### config.mk
export PLATFORM = sky130hd
export DESIGN_NAME = minimization_outflow_cell
export DESIGN_NICKNAME = d
export VERILOG_FILES = /design/src/rtl/mocell_pkg.sv /design/src/rtl/mocell_div.sv /design/src/rtl/minimization_outflow_cell.sv
export SDC_FILE = /design/constraint.sdc
export NUM_CORES = 2
export LEC_CHECK = 0
export ABC_AREA = 1
export BUFFER_PORTS_ARGS = -buffer_cell sky130_fd_sc_hd__buf_2
export CAP_MARGIN = 20
export CORE_MARGIN = 1
export CORE_UTILIZATION = 35
export CTS_CLUSTER_DIAMETER = 120
export DETAILED_ROUTE_END_ITERATION = 6
export GPL_TIMING_DRIVEN = 0
export PLACE_DENSITY = 0.62
export SLEW_MARGIN = 40
export SYNTH_ARGS = -nofsm -noshare
export SYNTH_HDL_FRONTEND = slang
export SYNTH_SLANG_ARGS = --single-unit
### constraint.sdc
create_clock -name aclk -period 23.4 [get_ports aclk]
set_clock_uncertainty 0.05 [all_clocks]
set_input_delay 2.34 -clock aclk [delete_from_list [all_inputs] [get_ports aclk]]
set_output_delay 2.34 -clock aclk [all_outputs]
set_load 0.02 [all_outputs]
### src/rtl/mocell_pkg.sv
`timescale 1ns / 1ps

package mocell_pkg;

    localparam int CELLS       = 5;
    localparam int NEIGHBORS   = 4;
    localparam int FIELD_W     = 32;
    localparam int DAMP_W      = 17;
    localparam int EPS_W       = 16;
    localparam int FLOW_W      = 31;
    localparam int FRAC_BITS   = 16;
    localparam int LVL_W       = 34;
    localparam int SUM_W       = 36;
    localparam int DIFF_W      = 35;
    localparam int PROD_W      = DIFF_W + DAMP_W;
    localparam int CNT_W       = 3;
    localparam int CELL_IDX_W  = 3;
    localparam int NB_IDX_W    = 2;
    localparam int CFG_IDX_W   = 2;
    localparam int CFG_DATA_W  = DAMP_W;

    localparam int DIV_BITS_PER_CYCLE = 4;
    localparam int DIV_CYCLES         = SUM_W / DIV_BITS_PER_CYCLE;
    localparam int DIV_CNT_W          = $clog2(DIV_CYCLES);
    localparam int DIV_REM_W          = CNT_W;

    localparam logic [DAMP_W-1:0] DAMPING_RESET = DAMP_W'(32768);
    localparam logic [EPS_W-1:0]  EPSILON_RESET = EPS_W'(66);
    localparam logic [FLOW_W-1:0] FLOW_MAX      = {FLOW_W{1'b1}};

    localparam logic [CFG_IDX_W-1:0] REG_DAMPING = CFG_IDX_W'(0);
    localparam logic [CFG_IDX_W-1:0] REG_EPSILON = CFG_IDX_W'(1);

    typedef logic signed [LVL_W-1:0] level_t;
    typedef logic signed [SUM_W-1:0] sum_t;

endpackage

### src/rtl/mocell_div.sv
`timescale 1ns / 1ps

module mocell_div
    import mocell_pkg::*;
(
    input  logic             aclk,
    input  logic             aresetn,
    input  logic             start,
    input  sum_t             dividend,
    input  logic [CNT_W-1:0] divisor,
    output logic             done,
    output sum_t             quotient
);

    logic                 busy_reg;
    logic                 done_reg;
    logic [DIV_CNT_W-1:0] step_reg;
    logic [SUM_W-1:0]     q_reg;
    logic [DIV_REM_W-1:0] rem_reg;
    logic [CNT_W-1:0]     d_reg;
    logic                 neg_reg;
    sum_t                 quo_reg;

    logic [SUM_W-1:0]     q_next;
    logic [DIV_REM_W-1:0] rem_next;

    // Restoring division, several quotient bits per cycle on a narrow remainder.
    always_comb begin
        logic [DIV_REM_W:0] t;
        q_next   = q_reg;
        rem_next = rem_reg;
        for (int i = 0; i < DIV_BITS_PER_CYCLE; i++) begin
            t      = {rem_next, q_next[SUM_W-1]};
            q_next = {q_next[SUM_W-2:0], 1'b0};
            if (t >= {1'b0, d_reg}) begin
                rem_next  = DIV_REM_W'(t - {1'b0, d_reg});
                q_next[0] = 1'b1;
            end else begin
                rem_next = t[DIV_REM_W-1:0];
            end
        end
    end

    always_ff @(posedge aclk) begin
        if (!aresetn) begin
            busy_reg <= 1'b0;
            done_reg <= 1'b0;
            step_reg <= '0;
        end else begin
            done_reg <= 1'b0;
            if (start) begin
                busy_reg <= 1'b1;
                step_reg <= '0;
                neg_reg  <= dividend[SUM_W-1];
                q_reg    <= dividend[SUM_W-1] ? SUM_W'(-dividend) : SUM_W'(dividend);
                rem_reg  <= '0;
                d_reg    <= divisor;
            end else if (busy_reg) begin
                q_reg    <= q_next;
                rem_reg  <= rem_next;
                step_reg <= step_reg + DIV_CNT_W'(1);
                if (step_reg == DIV_CNT_W'(DIV_CYCLES - 1)) begin
                    busy_reg <= 1'b0;
                    done_reg <= 1'b1;
                    quo_reg  <= neg_reg ? -$signed(q_next) : $signed(q_next);
                end
            end
        end
    end

    assign done     = done_reg;
    assign quotient = quo_reg;

endmodule

### src/rtl/minimization_outflow_cell.sv
`timescale 1ns / 1ps

// Computes the four outflows of one cell by the minimization algorithm of the
// differences. A request is taken only when the block is idle. Each elimination
// pass sums through one adder, divides in the one divider at four quotient bits
// per cycle and then compares; there are one to six passes, and after them come
// the four damping products through one multiplier and the hand-off to the output
// register. A pass with no cell left skips the divider. A finished result waits
// in the output register while the next request is already being worked on.

module minimization_outflow_cell
    import mocell_pkg::*;
(
    input  logic                      aclk,
    input  logic                      aresetn,
    input  logic                      cfg_wr_en,
    input  logic [CFG_IDX_W-1:0]      cfg_index,
    input  logic [CFG_DATA_W-1:0]     cfg_wdata,
    input  logic                      s_valid,
    output logic                      s_ready,
    input  logic signed [FIELD_W-1:0] s_center_altitude,
    input  logic signed [FIELD_W-1:0] s_center_thickness,
    input  logic signed [FIELD_W-1:0] s_north_level,
    input  logic signed [FIELD_W-1:0] s_west_level,
    input  logic signed [FIELD_W-1:0] s_east_level,
    input  logic signed [FIELD_W-1:0] s_south_level,
    output logic                      m_valid,
    input  logic                      m_ready,
    output logic [FLOW_W-1:0]         m_flow_north,
    output logic [FLOW_W-1:0]         m_flow_west,
    output logic [FLOW_W-1:0]         m_flow_east,
    output logic [FLOW_W-1:0]         m_flow_south
);

    typedef enum logic [2:0] {
        ST_IDLE,
        ST_SUM,
        ST_DIV_GO,
        ST_DIV_WAIT,
        ST_ELIM,
        ST_FLOW,
        ST_OUT
    } state_t;

    state_t                state_reg;
    logic [DAMP_W-1:0]     damping_reg;
    logic [EPS_W-1:0]      epsilon_reg;
    level_t                lvl_reg [CELLS];
    level_t                mass_reg;
    logic [CELLS-1:0]      gone_reg;
    logic [CELL_IDX_W-1:0] k_reg;
    logic [CNT_W-1:0]      cnt_reg;
    sum_t                  acc_reg;
    sum_t                  avg_reg;
    logic [DIFF_W-1:0]     diff_reg;
    logic [PROD_W-1:0]     prod_reg;
    logic [FLOW_W-1:0]     res_reg [NEIGHBORS];
    logic                  m_valid_reg;
    logic [FLOW_W-1:0]     flow_n_reg;
    logic [FLOW_W-1:0]     flow_w_reg;
    logic [FLOW_W-1:0]     flow_e_reg;
    logic [FLOW_W-1:0]     flow_s_reg;

    sum_t                  acc_next;
    logic [CNT_W-1:0]      cnt_next;
    logic [CELLS-1:0]      gone_next;
    logic [CELL_IDX_W-1:0] nb_idx;
    sum_t                  diff_full;
    logic [PROD_W-1:0]     prod_next;
    logic [PROD_W-FRAC_BITS-1:0] shifted;
    logic [FLOW_W-1:0]     sat_flow;
    logic [NB_IDX_W-1:0]   res_idx;
    level_t                eps_ext;
    logic                  div_done;
    sum_t                  div_quo;

    assign eps_ext = $signed({{(LVL_W - EPS_W){1'b0}}, epsilon_reg});

    always_comb begin
        acc_next = acc_reg;
        cnt_next = cnt_reg;
        if (!gone_reg[k_reg]) begin
            acc_next = acc_reg + SUM_W'(lvl_reg[k_reg]);
            cnt_next = cnt_reg + CNT_W'(1);
        end
    end

    always_comb begin
        gone_next = gone_reg;
        for (int i = 0; i < CELLS; i++) begin
            if (!gone_reg[i] && (avg_reg <= SUM_W'(lvl_reg[i]))) begin
                gone_next[i] = 1'b1;
            end
        end
    end

    assign nb_idx    = k_reg + CELL_IDX_W'(1);
    assign diff_full = avg_reg - SUM_W'(lvl_reg[nb_idx]);
    assign prod_next = PROD_W'(diff_reg) * PROD_W'(damping_reg);
    assign shifted   = prod_reg[PROD_W-1:FRAC_BITS];
    assign sat_flow  = (|shifted[PROD_W-FRAC_BITS-1:FLOW_W]) ? FLOW_MAX
                                                              : shifted[FLOW_W-1:0];
    assign res_idx   = NB_IDX_W'(k_reg - CELL_IDX_W'(2));

    mocell_div u_div (
        .aclk     (aclk),
        .aresetn  (aresetn),
        .start    (state_reg == ST_DIV_GO),
        .dividend (acc_reg),
        .divisor  (cnt_reg),
        .done     (div_done),
        .quotient (div_quo)
    );

    always_ff @(posedge aclk) begin
        if (!aresetn) begin
            state_reg   <= ST_IDLE;
            m_valid_reg <= 1'b0;
            damping_reg <= DAMPING_RESET;
            epsilon_reg <= EPSILON_RESET;
        end else begin
            if (cfg_wr_en) begin
                unique case (cfg_index)
                    REG_DAMPING: damping_reg <= cfg_wdata[DAMP_W-1:0];
                    REG_EPSILON: epsilon_reg <= cfg_wdata[EPS_W-1:0];
                    default: ;
                endcase
            end
            if (m_valid_reg && m_ready && (state_reg != ST_OUT)) begin
                m_valid_reg <= 1'b0;
            end
            unique case (state_reg)
                ST_IDLE: begin
                    if (s_valid) begin
                        lvl_reg[0] <= LVL_W'(s_center_altitude) + eps_ext;
                        lvl_reg[1] <= LVL_W'(s_north_level);
                        lvl_reg[2] <= LVL_W'(s_west_level);
                        lvl_reg[3] <= LVL_W'(s_east_level);
                        lvl_reg[4] <= LVL_W'(s_south_level);
                        mass_reg   <= LVL_W'(s_center_thickness) - eps_ext;
                        gone_reg   <= '0;
                        state_reg  <= ST_SUM;
                        k_reg      <= '0;
                        cnt_reg    <= '0;
                        acc_reg    <= SUM_W'(LVL_W'(s_center_thickness) - eps_ext);
                    end
                end
                ST_SUM: begin
                    acc_reg <= acc_next;
                    cnt_reg <= cnt_next;
                    k_reg   <= k_reg + CELL_IDX_W'(1);
                    if (k_reg == CELL_IDX_W'(CELLS - 1)) begin
                        if (cnt_next == '0) begin
                            avg_reg   <= acc_next;
                            state_reg <= ST_ELIM;
                        end else begin
                            state_reg <= ST_DIV_GO;
                        end
                    end
                end
                ST_DIV_GO: begin
                    state_reg <= ST_DIV_WAIT;
                end
                ST_DIV_WAIT: begin
                    if (div_done) begin
                        avg_reg   <= div_quo;
                        state_reg <= ST_ELIM;
                    end
                end
                ST_ELIM: begin
                    gone_reg <= gone_next;
                    k_reg    <= '0;
                    if (gone_next != gone_reg) begin
                        cnt_reg   <= '0;
                        acc_reg   <= SUM_W'(mass_reg);
                        state_reg <= ST_SUM;
                    end else begin
                        state_reg <= ST_FLOW;
                    end
                end
                ST_FLOW: begin
                    if (k_reg < CELL_IDX_W'(NEIGHBORS)) begin
                        diff_reg <= gone_reg[nb_idx] ? '0 : diff_full[DIFF_W-1:0];
                    end
                    prod_reg <= prod_next;
                    if (k_reg >= CELL_IDX_W'(2)) begin
                        res_reg[res_idx] <= sat_flow;
                    end
                    k_reg <= k_reg + CELL_IDX_W'(1);
                    if (k_reg == CELL_IDX_W'(NEIGHBORS + 1)) begin
                        state_reg <= ST_OUT;
                    end
                end
                ST_OUT: begin
                    if (!m_valid_reg || m_ready) begin
                        m_valid_reg <= 1'b1;
                        flow_n_reg  <= res_reg[0];
                        flow_w_reg  <= res_reg[1];
                        flow_e_reg  <= res_reg[2];
                        flow_s_reg  <= res_reg[3];
                        state_reg   <= ST_IDLE;
                    end
                end
                default: state_reg <= ST_IDLE;
            endcase
        end
    end

    assign s_ready      = (state_reg == ST_IDLE);
    assign m_valid      = m_valid_reg;
    assign m_flow_north = flow_n_reg;
    assign m_flow_west  = flow_w_reg;
    assign m_flow_east  = flow_e_reg;
    assign m_flow_south = flow_s_reg;

endmodule
# Word-level counts from Yosys, hierarchy flattened
# Memory sizes are Yosys's and may differ from the RTL's. A register that Yosys moved wholly into a read port is not among the register bits.
# Index checks and enable logic that the tools add are counted.
dict set report totals {
  regBits 326
  latch_bits 0
  ram_bits 294
  romBits 0
  in_bits 216
  output_inout_bits 126
  wordCells 175
  n_memories 2
}
dict set report op_classes {
  n_addsub 15
  mul 1
  div_mod_pow 0
  magnitude_cmp 13
  eq_ne 19
  n_shift 0
  n_mux 62
  bitwise_logic 3
  reduce_logical 40
}
# memory depth width rd rd_clocked_by_memory_dff write_ports line
set mem_list {}
lappend mem_list {lvl_reg 5 34 7 1 5 minimization_outflow_cell.sv:48} ;# level_t lvl_reg [CELLS];
lappend mem_list {res_reg 4 31 4 4 1 minimization_outflow_cell.sv:57} ;# logic [FLOW_W-1:0] res_reg [NEIGHBORS];
# cell count
set op_table {}
lappend op_table {{$mux 36} 10}
lappend op_table {{$le 36x34->1} 5}
lappend op_table {{$pmux 36 s3} 1}
lappend op_table {{$neg 36->36} 2}
lappend op_table {{$pmux 36 s2} 1}
lappend op_table {{$sub 32x17->33} 2}
lappend op_table {{$mul 35x17->52} 1}
lappend op_table {{$mux 3} 16}
lappend op_table {{$add 36x34->36} 1}
lappend op_table {{$sub 35x34->35} 1}
lappend op_table {{$add 32x17->33} 1}
lappend op_table {{$mux 31} 1}
lappend op_table {{$mux 1} 26}
lappend op_table {{$pmux 3 s7} 1}
lappend op_table {{$pmux 3 s3} 2}
lappend op_table {{$ge 4x3->1} 4}
lappend op_table {{$eq 3x3->1 const B} 5}
lappend op_table {{$reduce_and 3->1} 5}
lappend op_table {{$ne 2x2->1 const B} 6}
lappend op_table {{$sub 3x3->3} 4}
lappend op_table {{$pmux 5 s2} 1}
lappend op_table {{$reduce_and 2->1} 5}
lappend op_table {{$reduce_and 5->1} 2}
lappend op_table {{$lt 3x4->1 const B} 2}
lappend op_table {{other kinds (26)} 48}

# Depth between registers and ports, before layout
dict set report depth {
  word_depth 10
  ltp_mapped 43
  depth_no_buf 43
}

# Cells and area by module
# Synthesis repeated with hierarchy kept, for this count alone.
dict set report hier_totals {
  cells_unflattened 6980
  hier_area_um2 60306.6
}
# mod instances cells_each area_per_inst_um2 seq_area_each_um2
set modules_own_cells {}
lappend modules_own_cells {minimization_outflow_cell 1 6231 54433.5 18697.9}
lappend modules_own_cells {mocell_div 1 749 5873.1 2492.4}

# Worst setup path after synthesis
# No wires, ideal clock.
dict set report synth_path {
  path_kind {input -> register}
  from {in aresetn}
  to {mem lvl_reg[0][0] (netlist bit) (enable)}
  arrival_ns 18.064
  path_slack_ns 4.211
  path_stages 4
  cell_sequence {clkbuf_1 -> inv_1 -> clkbuf_1 -> nor4_1}
}
# element line
set synth_lines {}
lappend synth_lines {{from (decl)} minimization_outflow_cell.sv:15} ;# input logic aresetn,
lappend synth_lines {{to (decl)} minimization_outflow_cell.sv:48}

# Final worst setup path
dict set report layout_path {
  from {reg damping_reg[15]}
  to {reg prod_reg[42], data pin}
}
dict set report layout_between {
  elab_chain_cells 1
}
# element line
set layout_lines {}
lappend layout_lines {{from (decl)} minimization_outflow_cell.sv:46} ;# logic [DAMP_W-1:0] damping_reg;
lappend layout_lines {{from (signal assigned)} minimization_outflow_cell.sv:124} ;# REG_DAMPING: damping_reg <= cfg_wdata[DAMP_W-1:0];
lappend layout_lines {{$mul 35x17->52} minimization_outflow_cell.sv:99} ;# assign prod_next = PROD_W'(diff_reg) * PROD_W'(damping_reg);
lappend layout_lines {{via prod_next[42]} minimization_outflow_cell.sv:69} ;# logic [PROD_W-1:0] prod_next;
lappend layout_lines {{to (signal assigned)} minimization_outflow_cell.sv:185} ;# prod_reg <= prod_next;
lappend layout_lines {{to (decl)} minimization_outflow_cell.sv:56} ;# logic [PROD_W-1:0] prod_reg;
# The timed path passes the listed nets, and every way through them passes these cells.
# A chain may end at the register's enable or synchronous reset.

==> out/results.ini <==
[route]
dr.first_iter.drc_count=4373
first_pass_iters=6
wl_um=206000
route.met2.wl_um=95800
postRouteAntennaNets=0
vias_per_cell=5.11
wl_met3_um=15500
drc=0
vias=48820
highest_layer=met4
wl_per_cell_um=21.5
wl_met1_um=85000

[logic_synthesis]
synth_top_family_by_area=adder cells
ys_async_sr_fraction=0
synth_simple_gate_area_frac=0.151
synth_area_leaders=edfxtp_1 34%, fa_1 17%, nand2_1 9.1%, ha_1 9.0%, inv_1 8.6%
synthAdderAreaFrac=0.259
syn_inst=6779
ys_seq_area_frac=0.358
synth_top_area_share=0.342
ys_seq_elements=721
ys_top_cells_by_count=1,440 x nand2_1, 1,359 x inv_1, 675 x edfxtp_1, 500 x fa_1, 448 x o21ai_0
synth_area_per_cell_sq_um=8.73
synth_ff_type=edfxtp_1
synth.mux.area_fraction=0.000338
synth_xor_area_frac=0.0253
synth_top_cell_by_area=edfxtp_1
synth_edf_count=675
synthDistinctLibCells=63
synth_compound_area_frac=0.103
syn_area_sq_um=59200
synth_fp_nets=7921
synth_warnings=0
yosysMostFrequentCell=nand2_1

[placement]
port_buffers=340
pre_cts_ws_ns=15.65
dp_hpwl_um=172000
place_congestion=0.993

[die]
num_rows=150
start_util=0.353
die_width_um=413
die_y_um=413
dieArea_sq_um=171000
boundaryPins=342
core_sq_um=168000

[global_routing]
overflow=0
grt_pass1_wl_um=303000
gr-usage-all-layers=0.239
first_global_vias=48134
grt_start_max_net_pins=40
antenna_found_initial=8

[pwr]
p_sw_frac=0.501
power.density_nw_per_um2=111
internal_power_uw=3730
leakage_uw=0.0301
netSwitchingPower_uw=3740
power.share.clock=0.173
combPwrFrac=0.568
irDropWorstVdd_uv=61.6
p_seq_frac=0.258

[layout]
nets=8430
areaGrowthSynthToFinish_pct=13.3
fill_cells=16851
drive_above_1_share=0.0850
post-route-util=0.400
largest_reg_flops=161
num_antenna_cells=0

[clock_tree]
cts.path.max_buffers=3
cts.sinks=721
post-cts-setup-buffers=0
ctsResizeCount=0
htreeDepth=3
cts.clk_slew.worst_paths_ns=0.06
clk_root_buffer_cell=clkbuf_16
cts_tree=yes
cts_buffers=81
cts-hold-fix-buffers=0
insertion_delay_ns=0.72

[timing]
slew-limit-headroom=0.387
setup_viol=0
worst_slack_ns=15.94
post-route-period-util=0.319
period_minus_slack_ns=7.46
drv_slew=0
hold_ws_ns=0.346
hold_viol=0
max_freq_mhz=134
worst_pin_slew_ns=0.919
rsz0062_at_grt=no

[hold_path]
hold_path.class=flop to flop

[setup_path]
critPathArrivalTime_ns=7.91
path_cells=clkbuf_1 -> clkbuf_1 -> nand2_1 -> fa_1 -> inv_1 -> fa_1 -> inv_1 -> fa_1 -> fa_1 -> fa_1 -> fa_1 -> inv_1 -> ha_1 -> nand2_1 -> nor2_1 -> inv_1 -> nor4_1 -> a21oi_1 -> nor3_1 -> nor2_1 -> xnor2_1
slowest_stage=clkbuf_1
critPathLaunchType=flop
crit_fanout=10
critPathCaptureType=flop
cp.required_ns=23.85
crit_type=flop to flop
critPathMostFrequentCell=fa_1
r2r_slack_ns=15.94
max_stage_delay_ns=0.76

[run]
maxCapViolCount=0

[status]
status=finished clean

## through the flow
| stage | setup TNS (ns) | area, sq um | power (uW) | std cells |
|---|---|---|---|---|
| after CTS | 0 | 67100 | 7420 | 9557 |
| final | 0 | 67100 | 7470 | 9558 |
| after floorplan | 0 | 59200 | 4540 | 6779 |
| after global placement | -473.37 | 63600 | 6100 | 9323 |
| after global routing | 0 | 67100 | 7950 | 9558 |
| after detailed placement | 0 | 64400 | 6100 | 9408 |
## cells by family (layout without fill, tap and decap cells)
logic type / after synthesis / count (layout)
muxes: 2 / 2
AOI/OAI and AO/OA: 1125 / 1125
and+or+nand+nor: 2215 / 2215
buffers and inverters: 1619 / 2194
xor gates and xnor gates: 171 / 171
adders and majority gates: 926 / 926
DFF: 721 / 721
## power by group through the flow
stage	registers, uW	clock network [uW]	logic, uW
6_report	1930	1290	4250
5_1_grt	1930	1360	4650
4_1_cts	1920	1320	4170
3_5_place_dp	1950	0	4150
3_3_place_gp	2000	0	4110
2_1_floorplan	1850	0	2680
## routing by layer
metal | vias up | GRT usage
li1 | 22687 | -
met1 | 23755 | 0.303
met2 | 1986 | 0.396
met3 | 392 | 0.0452
met4 | 0 | 0.104
met5 | - | 0
## layout by cell type, fill, tap and decap left out, types with 13 or more instances in the layout
cell	instances
xor2_1	109
a21o_1	18
nand3_1	188
or2_2	14
ha_1	426
buf_2	391
o21ai_0	445
clkbuf_16	84
nor3_1	43
xnor2_1	62
nor2_1	432
o21a_1	20
inv_1	1358
dfxtp_1	46
a31oi_1	70
a21oi_1	442
nor4_1	24
o21ai_1	26
edfxtp_1	675
clkbuf_1	244
nand4_1	30
buf_4	21
nand2_1	1440
o211ai_1	28
clkinv_1	13
o21bai_1	19
fa_1	500
## critical path: cells and delay by family (launching register included)
kind / cells / cell delay (ns)
AO/OA/AOI/OAI: 1 / 0.22
XOR/XNOR: 1 / 0.28
adder cells (fa/ha/maj): 7 / 3.67
buffers and inverters: 6 / 1.56
flip-flops: 1 / 0.31
AND/OR/NAND/NOR: 6 / 1.17
## area by class of cell
| cell class | count | area, sq um | area share |
|---|---|---|---|
| flip-flops and latches | 721 | 21200 | 0.316 |
| clock buffers | 103 | 2190 | 0.0327 |
| plain buffers | 248 | 946 | 0.0141 |
| multi-input cells | 4439 | 32000 | 0.477 |
| well taps | 2204 | 2760 | 0.0411 |
| clock inverters | 46 | 464 | 0.00692 |
| inverters | 1371 | 5150 | 0.0768 |
| repair buffers | 426 | 2370 | 0.0353 |
## path summary, 6_finish.rpt
| path | startpoint | endpoint | depth (start not counted) |
|---|---|---|---|
| worst min register to register | res_reg[2][11] | m_flow_east[11] | 0 |
| worst min-delay path | res_reg[2][11] | m_flow_east[11] | 0 |
| worst max-delay path | damping_reg[15] | prod_reg[42] | 21 |
| worst max register to register | damping_reg[15] | prod_reg[42] | 21 |
Power figures use the tool's default switching activity.
